**config.mk**
```make
export PLATFORM = sky130hd
export DESIGN_NAME = html_tag_strip_paragraph_split_flat
export DESIGN_NICKNAME = d
export VERILOG_FILES = /design/src/rtl/htsp_pkg.sv /design/src/rtl/htsp_if.sv /design/src/rtl/htsp_ram.sv /design/src/rtl/htsp_datapath.sv /design/src/rtl/htsp_ctrl.sv /design/src/rtl/html_tag_strip_paragraph_split.sv /design/src/flat_wrapper.sv
export SDC_FILE = /design/constraint.sdc
export NUM_CORES = 1
export LEC_CHECK = 0
export ABC_CLOCK_PERIOD_IN_PS = 2800
export BUFFER_PORTS_ARGS = -buffer_cell sky130_fd_sc_hd__buf_2
export CORE_MARGIN = 1
export CORE_UTILIZATION = 27
export CTS_BUF_LIST = sky130_fd_sc_hd__clkbuf_16
export CTS_CLUSTER_SIZE = 20
export DETAILED_ROUTE_END_ITERATION = 10
export PLACE_DENSITY_LB_ADDON = 0.1
export SLEW_MARGIN = 30
export SYNTH_ARGS = -nofsm -noshare
export SYNTH_HDL_FRONTEND = slang
export SYNTH_SLANG_ARGS = --single-unit
```
**constraint.sdc**
```tcl
create_clock -name clk -period 2.8 [get_ports clk]
set_input_delay 0.28 -clock clk [delete_from_list [all_inputs] [get_ports clk]]
set_output_delay 0.28 -clock clk [all_outputs]
set_load 0.02 [all_outputs]
```
**src/rtl/htsp_pkg.sv**
```systemverilog
// Shared types, codes and tag-name lookup for the HTML tag stripper.
package htsp_pkg;

  localparam int KIND_W     = 2;
  localparam int MODE_W     = 2;
  localparam int SEL_W      = 2;
  localparam int TAG_CMP_N  = 10;
  localparam int TAG_LEN_W  = 5;

  localparam logic [KIND_W-1:0] KIND_TEXT = 2'd0;
  localparam logic [KIND_W-1:0] KIND_PARA = 2'd1;
  localparam logic [KIND_W-1:0] KIND_DOC  = 2'd2;

  localparam logic [MODE_W-1:0] MODE_TEXT = 2'd0;
  localparam logic [MODE_W-1:0] MODE_NAME = 2'd1;
  localparam logic [MODE_W-1:0] MODE_REST = 2'd2;

  localparam logic [SEL_W-1:0] SEL_SPACE = 2'd0;
  localparam logic [SEL_W-1:0] SEL_CHAR  = 2'd1;
  localparam logic [SEL_W-1:0] SEL_PEND  = 2'd2;
  localparam logic [SEL_W-1:0] SEL_FINAL = 2'd3;

  localparam logic [7:0] CH_SP    = 8'h20;
  localparam logic [7:0] CH_TAB   = 8'h09;
  localparam logic [7:0] CH_CR    = 8'h0d;
  localparam logic [7:0] CH_LF    = 8'h0a;
  localparam logic [7:0] CH_LT    = 8'h3c;
  localparam logic [7:0] CH_GT    = 8'h3e;
  localparam logic [7:0] CH_SLASH = 8'h2f;
  localparam logic [7:0] CH_UC_A  = 8'h41;
  localparam logic [7:0] CH_UC_Z  = 8'h5a;
  localparam logic [7:0] CASE_OFS = 8'h20;

  typedef logic [TAG_CMP_N-1:0][7:0] tag_name_t;

  typedef struct packed {
    logic             accept;
    logic             ld_out;
    logic [SEL_W-1:0] sel;
  } cmd_t;

  typedef struct packed {
    logic dec_text_char;
    logic dec_pending;
    logic dec_para_end;
    logic dec_last;
    logic out_free;
    logic drain_done;
    logic last_r;
  } sts_t;

  function automatic logic is_space(input logic [7:0] c);
    return (c == CH_SP) || (c == CH_TAB) || (c == CH_CR) || (c == CH_LF);
  endfunction

  function automatic logic name_ends(input logic [7:0] c);
    return (c == CH_SP) || (c == CH_TAB) || (c == CH_LF) || (c == CH_SLASH);
  endfunction

  // name[0] is the first character; len already excludes empty names.
  function automatic logic tag_is_block(input tag_name_t name,
                                        input logic [TAG_LEN_W-1:0] len);
    logic m_p, m_div, m_two, m_bq;
    m_p   = (len == TAG_LEN_W'(1)) && (name[0] == "p");
    m_div = (len == TAG_LEN_W'(3)) && ({name[0], name[1], name[2]} == "div");
    m_two = (len == TAG_LEN_W'(2)) &&
            (({name[0], name[1]} == "br") || ({name[0], name[1]} == "li") ||
             ((name[0] == "h") && (name[1] >= "1") && (name[1] <= "6")));
    m_bq  = (len == TAG_LEN_W'(10)) &&
            ({name[0], name[1], name[2], name[3], name[4],
              name[5], name[6], name[7], name[8], name[9]} == "blockquote");
    return m_p || m_div || m_two || m_bq;
  endfunction

endpackage

```
**src/rtl/htsp_if.sv**
```systemverilog
// Request channel interfaces: HTML bytes in, stripped text results out.
interface htsp_in_if import htsp_pkg::*; ();
  logic       valid;
  logic       ready;
  logic [7:0] data_byte;
  logic       is_last;

  modport source(output valid, output data_byte, output is_last, input ready);
  modport sink(input valid, input data_byte, input is_last, output ready);
endinterface

interface htsp_out_if import htsp_pkg::*; ();
  logic              valid;
  logic              ready;
  logic [KIND_W-1:0] kind;
  logic [7:0]        text_byte;
  logic              doc_end;
  logic              run_last;
  logic              space_dropped;

  modport source(output valid, output kind, output text_byte, output doc_end,
                 output run_last, output space_dropped, input ready);
  modport sink(input valid, input kind, input text_byte, input doc_end,
               input run_last, input space_dropped, output ready);
endinterface

```
**src/rtl/htsp_ram.sv**
```systemverilog
// Generic single-write, single-read RAM with registered read data.
module htsp_ram #(
  parameter int WIDTH = 8,
  parameter int DEPTH = 32,
  localparam int AW = (DEPTH > 1) ? $clog2(DEPTH) : 1
) (
  input  logic             clk,
  input  logic             wr_en,
  input  logic [AW-1:0]    wr_addr,
  input  logic [WIDTH-1:0] wr_data,
  input  logic [AW-1:0]    rd_addr,
  output logic [WIDTH-1:0] rd_data
);

  logic [WIDTH-1:0] mem_r [DEPTH];
  logic [WIDTH-1:0] rd_data_r;

  always_ff @(posedge clk) begin
    if (wr_en) begin
      mem_r[wr_addr] <= wr_data;
    end
    rd_data_r <= mem_r[rd_addr];
  end

  assign rd_data = rd_data_r;

endmodule

```
**src/rtl/htsp_datapath.sv**
```systemverilog
// Datapath: parser state, tag name, whitespace buffer and result register.
module htsp_datapath import htsp_pkg::*; #(
  parameter int SPACE_DEPTH  = 32,
  parameter int MAX_TAG_NAME = 10
) (
  input  logic              clk,
  input  logic              rst_n,
  input  cmd_t              cmd,
  output sts_t              sts,
  input  logic [7:0]        in_data_byte,
  input  logic              in_is_last,
  input  logic              out_ready,
  output logic              out_valid,
  output logic [KIND_W-1:0] out_kind,
  output logic [7:0]        out_text_byte,
  output logic              out_doc_end,
  output logic              out_run_last,
  output logic              out_space_dropped
);

  localparam int CNT_W  = $clog2(SPACE_DEPTH + 1);
  localparam int AW     = (SPACE_DEPTH > 1) ? $clog2(SPACE_DEPTH) : 1;
  localparam int LEN_W  = $clog2(MAX_TAG_NAME + 1);
  localparam int NIDX_W = $clog2(MAX_TAG_NAME);

  logic [MODE_W-1:0] mode_r, mode_nxt;
  logic              first_r, first_nxt;
  logic [LEN_W-1:0]  len_r, len_nxt;
  logic              long_r, long_nxt;
  logic              open_r, open_nxt;
  logic [CNT_W-1:0]  cnt_r, cnt_nxt;
  logic              ovf_r, ovf_nxt;
  logic [7:0]        chars_r [MAX_TAG_NAME];

  logic [7:0]        byte_r;
  logic              last_r;
  logic              fl_r;
  logic [CNT_W-1:0]  drain_n_r;
  logic              final_open_r;
  logic [CNT_W-1:0]  k_r;
  logic [CNT_W-1:0]  k_inc;

  logic              out_valid_r;
  logic [KIND_W-1:0] out_kind_r;
  logic [7:0]        out_text_byte_r;
  logic              out_doc_end_r;
  logic              out_run_last_r;
  logic              out_space_dropped_r;

  logic [7:0]        c;
  logic [7:0]        lc;
  logic              tag_done;
  logic              text_char;
  logic              block;
  logic              ram_we;
  logic              name_we;
  logic              open_after;
  logic              para_end;
  tag_name_t         name_vec;
  logic [7:0]        ram_rd;

  always_comb begin
    for (int i = 0; i < TAG_CMP_N; i++) begin
      name_vec[i] = chars_r[i];
    end
  end

  assign c     = in_data_byte;
  assign lc    = ((c >= CH_UC_A) && (c <= CH_UC_Z)) ? c + CASE_OFS : c;
  assign block = !long_r && (len_r != '0) &&
                 tag_is_block(name_vec, TAG_LEN_W'(len_r));

  always_comb begin
    mode_nxt  = mode_r;
    first_nxt = first_r;
    len_nxt   = len_r;
    long_nxt  = long_r;
    open_nxt  = open_r;
    cnt_nxt   = cnt_r;
    ovf_nxt   = ovf_r;
    tag_done  = 1'b0;
    text_char = 1'b0;
    ram_we    = 1'b0;
    name_we   = 1'b0;
    unique case (mode_r)
      MODE_TEXT: begin
        if (c == CH_LT) begin
          mode_nxt  = MODE_NAME;
          first_nxt = 1'b1;
          len_nxt   = '0;
          long_nxt  = 1'b0;
        end else if (is_space(c)) begin
          if (open_r) begin
            if (cnt_r < CNT_W'(SPACE_DEPTH)) begin
              ram_we  = 1'b1;
              cnt_nxt = cnt_r + CNT_W'(1);
            end else begin
              ovf_nxt = 1'b1;
            end
          end
        end else begin
          text_char = 1'b1;
          cnt_nxt   = '0;
          ovf_nxt   = 1'b0;
          open_nxt  = 1'b1;
        end
      end
      MODE_NAME: begin
        if (c == CH_GT) begin
          tag_done = 1'b1;
        end else if (first_r && (c == CH_SLASH)) begin
          first_nxt = 1'b0;
        end else begin
          first_nxt = 1'b0;
          if (name_ends(c)) begin
            mode_nxt = MODE_REST;
          end else if (len_r < LEN_W'(MAX_TAG_NAME)) begin
            name_we = 1'b1;
            len_nxt = len_r + LEN_W'(1);
          end else begin
            long_nxt = 1'b1;
          end
        end
      end
      default: begin
        tag_done = (c == CH_GT);
      end
    endcase

    if (tag_done) begin
      mode_nxt  = MODE_TEXT;
      first_nxt = 1'b0;
      if (block && !in_is_last) begin
        open_nxt = 1'b0;
        cnt_nxt  = '0;
        ovf_nxt  = 1'b0;
      end
    end

    open_after = open_nxt;

    if (in_is_last) begin
      mode_nxt  = MODE_TEXT;
      first_nxt = 1'b0;
      len_nxt   = '0;
      long_nxt  = 1'b0;
      open_nxt  = 1'b0;
      cnt_nxt   = '0;
      ovf_nxt   = 1'b0;
    end
  end

  assign para_end = tag_done && block && !in_is_last && open_r;

  always_ff @(posedge clk) begin
    if (!rst_n) begin
      mode_r  <= MODE_TEXT;
      first_r <= 1'b0;
      len_r   <= '0;
      long_r  <= 1'b0;
      open_r  <= 1'b0;
      cnt_r   <= '0;
      ovf_r   <= 1'b0;
    end else if (cmd.accept) begin
      mode_r  <= mode_nxt;
      first_r <= first_nxt;
      len_r   <= len_nxt;
      long_r  <= long_nxt;
      open_r  <= open_nxt;
      cnt_r   <= cnt_nxt;
      ovf_r   <= ovf_nxt;
    end
  end

  always_ff @(posedge clk) begin
    for (int i = 0; i < MAX_TAG_NAME; i++) begin
      if (cmd.accept && name_we && (len_r[NIDX_W-1:0] == NIDX_W'(i))) begin
        chars_r[i] <= lc;
      end
    end
  end

  always_ff @(posedge clk) begin
    if (cmd.accept) begin
      byte_r       <= c;
      last_r       <= in_is_last;
      fl_r         <= ovf_r;
      drain_n_r    <= cnt_r;
      final_open_r <= open_after;
    end
  end

  assign k_inc = k_r + CNT_W'(1);

  always_ff @(posedge clk) begin
    if (!rst_n) begin
      k_r <= '0;
    end else if (cmd.accept) begin
      k_r <= '0;
    end else if (cmd.ld_out && (cmd.sel == SEL_SPACE)) begin
      k_r <= k_inc;
    end
  end

  htsp_ram #(
    .WIDTH(8),
    .DEPTH(SPACE_DEPTH)
  ) u_space_ram (
    .clk    (clk),
    .wr_en  (cmd.accept && ram_we),
    .wr_addr(cnt_r[AW-1:0]),
    .wr_data(c),
    .rd_addr(k_r[AW-1:0]),
    .rd_data(ram_rd)
  );

  always_ff @(posedge clk) begin
    if (!rst_n) begin
      out_valid_r <= 1'b0;
    end else if (cmd.ld_out) begin
      out_valid_r <= 1'b1;
    end else if (out_ready) begin
      out_valid_r <= 1'b0;
    end
  end

  always_ff @(posedge clk) begin
    if (cmd.ld_out) begin
      unique case (cmd.sel)
        SEL_SPACE: begin
          out_kind_r          <= KIND_TEXT;
          out_text_byte_r     <= ram_rd;
          out_doc_end_r       <= 1'b0;
          out_run_last_r      <= 1'b0;
          out_space_dropped_r <= fl_r;
        end
        SEL_CHAR: begin
          out_kind_r          <= KIND_TEXT;
          out_text_byte_r     <= byte_r;
          out_doc_end_r       <= 1'b0;
          out_run_last_r      <= !last_r;
          out_space_dropped_r <= fl_r;
        end
        SEL_PEND: begin
          out_kind_r          <= KIND_PARA;
          out_text_byte_r     <= '0;
          out_doc_end_r       <= 1'b0;
          out_run_last_r      <= 1'b1;
          out_space_dropped_r <= 1'b0;
        end
        SEL_FINAL: begin
          out_kind_r          <= final_open_r ? KIND_PARA : KIND_DOC;
          out_text_byte_r     <= '0;
          out_doc_end_r       <= 1'b1;
          out_run_last_r      <= 1'b1;
          out_space_dropped_r <= 1'b0;
        end
      endcase
    end
  end

  assign out_valid         = out_valid_r;
  assign out_kind          = out_kind_r;
  assign out_text_byte     = out_text_byte_r;
  assign out_doc_end       = out_doc_end_r;
  assign out_run_last      = out_run_last_r;
  assign out_space_dropped = out_space_dropped_r;

  assign sts.dec_text_char = text_char;
  assign sts.dec_pending   = (cnt_r != '0);
  assign sts.dec_para_end  = para_end;
  assign sts.dec_last      = in_is_last;
  assign sts.out_free      = !out_valid_r || out_ready;
  assign sts.drain_done    = (k_inc == drain_n_r);
  assign sts.last_r        = last_r;

endmodule

```
**src/rtl/htsp_ctrl.sv**
```systemverilog
// Controller: sequences input accept, whitespace drain and result loads.
module htsp_ctrl import htsp_pkg::*; (
  input  logic clk,
  input  logic rst_n,
  input  logic in_valid,
  output logic in_ready,
  input  sts_t sts,
  output cmd_t cmd
);

  localparam logic [2:0] ST_IDLE  = 3'd0;
  localparam logic [2:0] ST_READ  = 3'd1;
  localparam logic [2:0] ST_SPACE = 3'd2;
  localparam logic [2:0] ST_CHAR  = 3'd3;
  localparam logic [2:0] ST_PEND  = 3'd4;
  localparam logic [2:0] ST_FINAL = 3'd5;

  logic [2:0] state_r, state_nxt;

  always_comb begin
    state_nxt  = state_r;
    cmd.accept = 1'b0;
    cmd.ld_out = 1'b0;
    cmd.sel    = SEL_CHAR;
    unique case (state_r)
      ST_IDLE: begin
        cmd.accept = in_valid;
        if (in_valid) begin
          priority if (sts.dec_text_char) begin
            state_nxt = sts.dec_pending ? ST_READ : ST_CHAR;
          end else if (sts.dec_para_end) begin
            state_nxt = ST_PEND;
          end else if (sts.dec_last) begin
            state_nxt = ST_FINAL;
          end else begin
            state_nxt = ST_IDLE;
          end
        end
      end
      ST_READ: begin
        state_nxt = ST_SPACE;
      end
      ST_SPACE: begin
        cmd.sel = SEL_SPACE;
        if (sts.out_free) begin
          cmd.ld_out = 1'b1;
          state_nxt  = sts.drain_done ? ST_CHAR : ST_READ;
        end
      end
      ST_CHAR: begin
        cmd.sel = SEL_CHAR;
        if (sts.out_free) begin
          cmd.ld_out = 1'b1;
          state_nxt  = sts.last_r ? ST_FINAL : ST_IDLE;
        end
      end
      ST_PEND: begin
        cmd.sel = SEL_PEND;
        if (sts.out_free) begin
          cmd.ld_out = 1'b1;
          state_nxt  = ST_IDLE;
        end
      end
      ST_FINAL: begin
        cmd.sel = SEL_FINAL;
        if (sts.out_free) begin
          cmd.ld_out = 1'b1;
          state_nxt  = ST_IDLE;
        end
      end
      default: begin
        state_nxt = ST_IDLE;
      end
    endcase
  end

  always_ff @(posedge clk) begin
    if (!rst_n) begin
      state_r <= ST_IDLE;
    end else begin
      state_r <= state_nxt;
    end
  end

  assign in_ready = (state_r == ST_IDLE);

endmodule

```
**src/rtl/html_tag_strip_paragraph_split.sv**
```systemverilog
// Top level of the HTML tag stripper with paragraph splitting.
//
//   channel   dir  payload                                            request
//   in_chan   in   data_byte[7:0], is_last                            valid & ready
//   out_chan  out  kind[1:0], text_byte[7:0], doc_end, run_last,      valid & ready
//                  space_dropped
//
// A byte is taken in the idle state; a byte that gives a result then loads the
// output register from a load state, and no new byte is taken before that.
// A text byte after N buffered whitespace bytes first drains them (one RAM read
// and one load per buffered byte); a result that closes the document adds a load.
// Reset is synchronous, active low; no clearing pass is needed.
// A stalled output holds the controller in its load state; the input is not
// taken until every result of the previous byte sits in the output register.
module html_tag_strip_paragraph_split import htsp_pkg::*; #(
  parameter int SPACE_DEPTH  = 32,
  parameter int MAX_TAG_NAME = 10
) (
  input  logic   clk,
  input  logic   rst_n,
  htsp_in_if.sink    in_chan,
  htsp_out_if.source out_chan
);

  cmd_t cmd;
  sts_t sts;

  htsp_ctrl u_ctrl (
    .clk     (clk),
    .rst_n   (rst_n),
    .in_valid(in_chan.valid),
    .in_ready(in_chan.ready),
    .sts     (sts),
    .cmd     (cmd)
  );

  htsp_datapath #(
    .SPACE_DEPTH (SPACE_DEPTH),
    .MAX_TAG_NAME(MAX_TAG_NAME)
  ) u_datapath (
    .clk              (clk),
    .rst_n            (rst_n),
    .cmd              (cmd),
    .sts              (sts),
    .in_data_byte     (in_chan.data_byte),
    .in_is_last       (in_chan.is_last),
    .out_ready        (out_chan.ready),
    .out_valid        (out_chan.valid),
    .out_kind         (out_chan.kind),
    .out_text_byte    (out_chan.text_byte),
    .out_doc_end      (out_chan.doc_end),
    .out_run_last     (out_chan.run_last),
    .out_space_dropped(out_chan.space_dropped)
  );

endmodule
```
**src/flat_wrapper.sv**
```systemverilog
// flat-port wrapper written by rule: the top's interface ports become plain ports
module html_tag_strip_paragraph_split_flat import htsp_pkg::*;
#(
  parameter int SPACE_DEPTH  = 32,
  parameter int MAX_TAG_NAME = 10
)
  (clk, rst_n, in_chan_valid, in_chan_data_byte, in_chan_is_last, in_chan_ready, out_chan_valid, out_chan_kind, out_chan_text_byte, out_chan_doc_end, out_chan_run_last, out_chan_space_dropped, out_chan_ready);
  htsp_in_if in_chan_i ();
  htsp_out_if out_chan_i ();
  input  logic clk;
  input  logic rst_n;
  input wire logic [$bits(in_chan_i.valid)-1:0] in_chan_valid;
  input wire logic [$bits(in_chan_i.data_byte)-1:0] in_chan_data_byte;
  input wire logic [$bits(in_chan_i.is_last)-1:0] in_chan_is_last;
  output wire logic [$bits(in_chan_i.ready)-1:0] in_chan_ready;
  output wire logic [$bits(out_chan_i.valid)-1:0] out_chan_valid;
  output wire logic [$bits(out_chan_i.kind)-1:0] out_chan_kind;
  output wire logic [$bits(out_chan_i.text_byte)-1:0] out_chan_text_byte;
  output wire logic [$bits(out_chan_i.doc_end)-1:0] out_chan_doc_end;
  output wire logic [$bits(out_chan_i.run_last)-1:0] out_chan_run_last;
  output wire logic [$bits(out_chan_i.space_dropped)-1:0] out_chan_space_dropped;
  input wire logic [$bits(out_chan_i.ready)-1:0] out_chan_ready;
  assign in_chan_i.valid = in_chan_valid;
  assign in_chan_i.data_byte = in_chan_data_byte;
  assign in_chan_i.is_last = in_chan_is_last;
  assign in_chan_ready = in_chan_i.ready;
  assign out_chan_valid = out_chan_i.valid;
  assign out_chan_kind = out_chan_i.kind;
  assign out_chan_text_byte = out_chan_i.text_byte;
  assign out_chan_doc_end = out_chan_i.doc_end;
  assign out_chan_run_last = out_chan_i.run_last;
  assign out_chan_space_dropped = out_chan_i.space_dropped;
  assign out_chan_i.ready = out_chan_ready;
  html_tag_strip_paragraph_split #(.SPACE_DEPTH(SPACE_DEPTH), .MAX_TAG_NAME(MAX_TAG_NAME)) u_core (.clk(clk), .rst_n(rst_n), .in_chan(in_chan_i), .out_chan(out_chan_i));
endmodule
```
==> results.md, run 1 <==
- The final layout contains routed wiring with a total length of 43000 um.
- The library cells used most frequently in the layout, excluding fill and tap cells, are sky130_fd_sc_hd__edfxtp_1, sky130_fd_sc_hd__buf_4, sky130_fd_sc_hd__mux4_2, sky130_fd_sc_hd__nor2_1, sky130_fd_sc_hd__clkbuf_16.
- Measured against its own limit, the worst slew margin works out to 0.564.
- The count of nets left with antenna violations once routing finished came out at 0.
- The commonest non-fill, non-tap cell in the layout is sky130_fd_sc_hd__edfxtp_1.
- The power consumption is 13800 uW.
- The share of the Yosys chip area taken by registers is 0.731.
- The half-perimeter wire length of the detailed placement result is 28900 um.
- Summing over every cut layer, the via total after detailed routing is 8446.
- Summing every instance area after synthesis gives 16000 um^2.
- Dividing the detail-routed wire length by the instance count gives 23.8 um.
- The flow ran to the end, and the final reports show no timing, DRC or antenna violations.
- The startpoint type of the worst setup path is a flip-flop.
- 28 I/O pins were placed.
- After synthesis, the share of flip-flops with an asynchronous set or reset is 0.
- From synthesis to final layout, the design area changed by 19.3%.
- The average vias per placed instance is 4.68.
- The remaining design rule violation count is 0.
- The die footprint is 60100 um^2.
- The top achievable clock speed is 404 MHz.
- The number of detailed-route iterations in the first pass is 5.
- The number of antenna violations at the first check in global routing is 5.
- Between clock sinks in the finished design, the worst skew comes to 0.0192 ns.
- The insertion delay to the later sink of the worst-skew pair is 0.58 ns.
- Yosys printed 0 warnings.
- The congestion estimate from routability-driven global placement came to 0.746.
- The setup path with the least slack is of type reg -> reg.
- The ratio of total power to cell area is 726 nW/um^2.
- The share of layout cells above drive strength 1 is 0.262.
- The maximum buffer depth of the clock tree is 3.
- The library cell used as clock root buffer is sky130_fd_sc_hd__clkbuf_16.
- The total number of H-tree levels is 2.
- The quantity of I/O buffers inserted on ports is 27.
- Clock tree synthesis inserted a total of 47 buffers.
- The hold violation count in the final report is 0.
- Subtracting the final worst setup slack from the clock period gives 2.48 ns.
- The core region is 58000 um^2.
- The actual slew at the worst max-slew pin is 0.653 ns.
- Setup repair after global routing left no endpoint under its margin.
- At the end of the flow the core is filled with cells to 0.328.
- The number of max-slew violations in the final report is 0.
- The data arrival time of the critical path is 2.80 ns.
- The main flop type after synthesis is sky130_fd_sc_hd__edfxtp_1.
- At the end of the flow, the number of nets in the layout was 1028.
- After clock tree synthesis, the clock-pin slew on the worst setup and hold paths is 0.06 ns.
- In the synthesized netlist, the number of instances is 877.
- The mean instance size in the synthesized netlist is 18.2 um^2.
- The via count of the first global-routing pass is 8676.
- The DRC violation total after the first TritonRoute iteration is 514.
- The largest fanout of any net on the critical path is 2.
- The number of filler instances in the final layout is 5579.
- The count of final setup violators is 0.
- In this run the horizontal extent of the chip is 245 um.
- The number of flops mapped to enable cells by yosys is 366.
- The most critical setup path has its startpoint at u_core.u_datapath.chars_r[2][4]$_DFFE_PP_.
- The peak supply drop is 0.330 mV.
- Leaving out filler cells and counting taps, the final layout contains 1805.
- Across all hold checks on the routed design, the worst slack comes to 0.0594 ns.
- The number of hold buffers added after CTS was 0.
- The start point of the worst min-delay path is out_chan_ready.
- The global-route wire length before repair is 62500 um.
- Across the run, the number of max-cap violations was 0.
- The initial utilization of the core area, before any placement, comes to 0.275.
- The maximum number of pins on one net before global-route repair is 41.
- The worst path required time is 3.12 ns.
- The total overflow reported by the global router is 0.
- The site row count is 88.
- The count of distinct cell types in the synthesized netlist is 64.
- The capturing element type of the critical path is a flip-flop.
- The number of flip-flops and latches in the synthesized netlist is 400.
- When the netlist entered floorplanning its net count stood at 900.
- The number of inserted diodes is 0.
- Adding up every negative setup slack in the final design gives 0 ns.
- The number of setup buffers added after CTS is 0.
- The die is 245 um tall.
- In this run the static leakage power is 0.00606 uW.
- The TritonCTS clock tree is built.
- The count of cells resized by post-cts repair is 0.
- In this run the critical register-to-register path is launched from u_core.u_datapath.chars_r[2][4]$_DFFE_PP_.
- The class of the worst hold path is in -> reg.
- In the global route stage, overall resource usage came out at 0.146.
- The clock net in this run drives a total of 400 sinks.
- The cell count after placement is 1721.
- The post-route fraction of the period consumed by the critical path is 0.885.
[critical path: stages, from the launching register on]
cell	delay, ns
sky130_fd_sc_hd__edfxtp_1	0.37
sky130_fd_sc_hd__or4b_2	0.67
sky130_fd_sc_hd__nor4_1	0.39
sky130_fd_sc_hd__and3_1	0.20
sky130_fd_sc_hd__a221o_1	0.23
sky130_fd_sc_hd__nand2b_1	0.11
sky130_fd_sc_hd__nor2b_1	0.15
sky130_fd_sc_hd__o21a_1	0.11
[area by class of cell]
cell class,count,area (um^2),share of cell area
repair buffers,117,873,0.0458
clock buffers,47,1180,0.0617
multi-input cells,426,4090,0.215
well taps,765,957,0.0502
clock inverters,37,230,0.0121
flip-flops and latches,400,11700,0.613
inverters,13,48.8,0.00256
[per-stage QoR]
stage               instance area (um^2)  worst slack (ns)
finish                             19100             0.323
global route                       19100             0.143
CTS                                19100             0.281
detailed placement                 17700             0.169
global placement                   17700             0.133
floorplan                          16000             0.197
[per-layer routing]
metal  part of all wire  GRT usage  wire length (um)  up-vias
met5            0.00028          0                12        -
met3              0.039     0.0245              1680       65
met1               0.48      0.209             20700     4356
li1                   -          -                 -     3852
met4              0.021     0.0388               907        2
met2               0.46      0.226             19700      171
[logic make-up (layout without fill, tap and decap cells)]
| kind of cell | after synthesis | count (layout) | share of synthesized area |
|---|---|---|---|
| compound gates | 94 | 94 | 0.0426 |
| xor+xnor | 11 | 11 | 0.00603 |
| fa+ha+maj | 10 | 10 | 0.00784 |
| buf+inv | 51 | 214 | 0.0132 |
| flops | 400 | 400 | 0.731 |
| mux | 90 | 90 | 0.120 |
| simple gates | 221 | 221 | 0.0798 |
[path summary, 6_finish.rpt]
kind | to | slack [ns] | cells past startpoint
worst max-delay path | u_core.u_datapath.final_open_r$_DFFE_PP_ | 0.32 | 7
worst min-delay path | u_core.u_ctrl.state_r[0]$_SDFFE_PN0P_ | 0.06 | 4
worst max register to register | u_core.u_datapath.final_open_r$_DFFE_PP_ | 0.32 | 7
worst min register to register | u_core.u_datapath.fl_r$_DFFE_PP_ | 0.45 | 0
[registers in the layout (all words and copies together) (netlist names), 3 cells and up]
name	count
u_core.u_datapath.byte_r	8
u_core.u_datapath.u_space_ram.rd_data	8
u_core.u_datapath.len_r	4
u_core.u_datapath.drain_n_r	6
u_core.u_datapath.u_space_ram.mem_r	256
u_core.u_datapath.chars_r	80
u_core.u_datapath.out_text_byte	8
u_core.u_datapath.k_r	6
u_core.u_datapath.cnt_r	6
u_core.u_ctrl.state_r	3
[power by group]
part,switching [uW],internal (uW),leakage [uW]
Combinational,839,579,0.00173
Sequential,77.6,6680,0.00358
Clock,2360,3290,0.000747
Total,3280,10500,0.00606
[synthesized netlist by cell type, drive strengths merged, types with 10 or more instances]
cell	count	area share
nand3	21	0.0066
nor2	63	0.015
clkbuf	29	0.0068
a21oi	15	0.0047
nand2	27	0.0063
nor4bb	14	0.0088
ha	10	0.0078
inv	12	0.0028
and2	13	0.0051
a22o	16	0.0088
edfxtp	366	0.69
mux4	80	0.11
dfxtp	34	0.043
o21ai	16	0.0050
(Power assumes the default switching activity.)
==> inputs of run 2 (changes only) <==
--- a/config.mk
+++ b/config.mk
@@ -7,11 +7,12 @@
 export LEC_CHECK = 0
 export ABC_CLOCK_PERIOD_IN_PS = 2800
 export BUFFER_PORTS_ARGS = -buffer_cell sky130_fd_sc_hd__buf_2
-export CORE_MARGIN = 1
+export CORE_MARGIN = 5
 export CORE_UTILIZATION = 27
 export CTS_BUF_LIST = sky130_fd_sc_hd__clkbuf_16
 export CTS_CLUSTER_SIZE = 20
 export DETAILED_ROUTE_END_ITERATION = 10
+export GPL_TIMING_DRIVEN = 0
 export PLACE_DENSITY_LB_ADDON = 0.1
 export SLEW_MARGIN = 30
 export SYNTH_ARGS = -nofsm -noshare
==> results.md, run 2 (synthesis gave the netlist of run 1 again) <==
- The average wire length per cell after detail routing is 23.1 um (-2.9%).
- Setup repair after global routing left no endpoint under its margin.
- The maximum number of pins on one net before global-route repair is 53 (+29%).
- The actual slew at the worst max-slew pin was 0.867 ns (+0.213 ns).
- The relative slew slack came to 0.422 (-0.141).
- The cell leakage power came to 0.00581 uW (-4.1%).
- The number of detailed-route iterations in the first pass is 4 (-1).
- The final standard cell area without fillers is 19000 um^2 (-0.45%).
- The worst reg2reg path startpoint is u_core.u_datapath.k_r[0]$_SDFFE_PP0P_.
- The number of antenna violations at the first check in global routing is 0 (-5).
- The total clock buffers created by CTS is 46 (-2.1%).
- The maximum buffer depth of the clock tree is 3 (unchanged).
- The top cell types in the final layout, fill and taps aside, are sky130_fd_sc_hd__edfxtp_1, sky130_fd_sc_hd__mux4_2, sky130_fd_sc_hd__clkbuf_16, sky130_fd_sc_hd__dfxtp_1, sky130_fd_sc_hd__nor2_4.
- The post-route fraction of the period consumed by the critical path came to 0.947 (+0.0625).
- The setup TNS is 0 ns (unchanged).
- The placer's final routability congestion estimate is 0.722 (-3.1%).
- The signal on the critical path passes through buf_4 > buf_6 > mux4_2 > mux4_2 > mux2_2.
- The initial core utilization was 0.272 (-0.00361).
- The standard cell area after detailed placement is 17100 um^2 (-3.1%).
- Counting stages on the worst path, the most repeated cell is sky130_fd_sc_hd__mux4_2.
- The via count of the first global-routing pass was 8849 (+2.0%).
- The insertion delay to the later sink of the worst-skew pair is 0.58 ns (about the same).
- The setup clock skew after layout is 0.0221 ns (+0.00281 ns).
- The terminus of the critical flop-to-flop path is u_core.u_datapath.u_space_ram.rd_data[4]$_DFF_P_.
- The total track usage is 0.128 (-0.0176).
- The peak supply drop is 0.461 mV (+40%).
- The largest stage delay on the critical path is 0.56 ns (-0.11 ns).
- The sum of routed wire length over all layers is 40800 um (-5.1%).
- The share of layout cells above drive strength 1 is 0.262 (+0.000823).
- The number of inserted diodes is 0 (unchanged).
- The number of clock sinks seen by CTS is 400 (unchanged).
- The floorplan die width is 253 um (+3.3%).
- The count of pins on the block boundary is 28 (unchanged).
- The site row count is 89 (+1.1%).
- The final worst hold slack is 0.0570 ns (-0.00243 ns).
- The flip-flop count of the largest register after layout is 256 (unchanged).
- The number of nets with antenna violations after routing is 0 (unchanged).
- The die footprint is 64100 um^2 (+6.6%).
- The height of the die is 253 um (+3.3%).
- The commonest non-fill, non-tap cell in the layout is sky130_fd_sc_hd__edfxtp_1.
- TritonCTS built the clock tree.
- The top achievable clock speed is 377 MHz (-6.6%).
- The library cell used as clock root buffer is sky130_fd_sc_hd__clkbuf_16.
- The minimum period implied by the final worst setup slack is 2.65 ns (+0.175 ns).
- The launching instance or port of the critical path is u_core.u_datapath.k_r[0]$_SDFFE_PP0P_.
- The power consumption came to 13800 uW (about the same).
- The count of final setup violators came to 0 (unchanged).
- The DRC violation total after the first TritonRoute iteration is 475 (-7.6%).
- The net count of the finished layout is 978 (-4.9%).
- The global-route wire length before repair was 60700 um (-2.8%).
- The largest fanout of any net on the critical path is 10 (+8).
- STA classifies the critical path startpoint as a flip-flop.
- The setup slack of the worst register-to-register path is 0.15 ns (-0.18 ns).
- The register ranked first by flip-flop count is u_core.u_datapath.u_space_ram.mem_r.
- The number of max-slew violations in the final report is 0 (unchanged).
- The hold violation count in the final report is 0 (unchanged).
- In this run the worst hold path is classified as in -> reg.
- The length of routed met2 wiring is 20900 um (+5.9%).
- The half-perimeter wire length of the detailed placement result was 26200 um (-9.3%).
- The total overflow reported by the global router is 0 (unchanged).
- The kind of critical path is reg -> reg.
- The average vias per placed instance is 4.69 (+0.16%).
- The data arrival time of the critical path came to 3.10 ns (+0.30 ns).
- The total of max-cap violations is 0 (unchanged).
- Following the worst setup path forward leads to its endpoint at u_core.u_datapath.u_space_ram.rd_data[4]$_DFF_P_.
- The detailed-routed wire length on met3 is 1140 um (-32%).
- The worst path required time was 3.25 ns (+0.13 ns).
- The area inside the core boundary is 58800 um^2 (+1.3%).
- Signal routing reaches up to met4.
- The ratio of total power to cell area came to 729 nW/um^2 (+0.49%).
- The register clock-pin slew on the reported worst setup and hold paths was 0.06 ns (about the same).
- Compared with the post-synthesis result, the final layout area differs by 18.8%.
- The quantity of I/O buffers inserted on ports came to 27 (unchanged).
- The largest registers in the layout are u_core.u_datapath.u_space_ram.mem_r (256), u_core.u_datapath.chars_r (80).
- The critical path's slowest cell is sky130_fd_sc_hd__mux4_2.
- The via count was 8267 (-2.1%).
- The capturing element type of the critical path is a flip-flop.
- The total number of H-tree levels is 2 (unchanged).
- The flow ran to the end, and the final reports show no timing, DRC or antenna violations.
- The routed length on met1 is 18100 um (-12%).
- The remaining design rule violation count is 0 (unchanged).
- The depth of the worst register-to-register path is 5 (-2).
run 2: stage by stage:
step           utilization  worst slack [ns]  std cells
6_report             0.323             0.148       1764
5_1_grt              0.323            0.0209       1764
4_1_cts              0.322            0.0136       1764
3_5_place_dp         0.291             -1.33       1677
3_3_place_gp         0.290             -1.64       1677
2_1_floorplan            -             0.197        877
run 2: per-layer routing:
layer	track usage	up-vias
met2	0.223	104
met4	0.0301	0
met5	0	-
li1	-	3767
met3	0.0204	48
met1	0.168	4348
run 2: worst min path at each step:
stage / endpoint / from / slack (ns) / cells after the start
after floorplan: u_core.u_datapath.byte_r[0]$_DFFE_PP_ / in_chan_data_byte[0] / 0.38 / 0
after global placement: u_core.u_datapath.drain_n_r[3]$_DFFE_PP_ / u_core.u_datapath.cnt_r[3]$_SDFFE_PN0P_ / 0.41 / 0
after detailed placement: u_core.u_datapath.drain_n_r[3]$_DFFE_PP_ / u_core.u_datapath.cnt_r[3]$_SDFFE_PN0P_ / 0.41 / 0
after CTS: u_core.u_datapath.last_r$_DFFE_PP_ / in_chan_is_last / 0.02 / 1
after global routing: u_core.u_datapath.last_r$_DFFE_PP_ / in_chan_is_last / 0.05 / 1
final: u_core.u_datapath.last_r$_DFFE_PP_ / in_chan_is_last / 0.06 / 1
run 2: final cells by class:
type                            count  area (um^2)
Timing Repair Buffer               31          218
Inverter                           13         61.3
Tap cell                          773          967
Sequential cell                   400        11700
Multi-Input combinational cell    426         4440
Clock inverter                     37          255
Clock buffer                       47         1180
Buffer                             37          184
Fill cell                        5704        39800
run 2: where the power goes:
group	total [uW]	internal, uW	switching (uW)	leakage [uW]
clock	5710	3320	2400	0.000754
sequential	6750	6680	66.2	0.00358
combinational	1370	534	840	0.00148
total	13800	10500	3300	0.00581
run 2: timing repair:
action / CTS / global route
gates resized for setup: 100 / 8
setup endpoints to repair: 360 / 300
hold endpoints to repair: 1 / 0
setup buffers: 3 / 0
pin swaps: 3 / 0
hold buffers: 1 / 0
run 2: critical path, delay by kind of cell (launching register included):
kind | cells | cell delay [ns]
muxes | 3 | 1.45
buffers and inverters | 2 | 0.54
DFF | 1 | 0.51
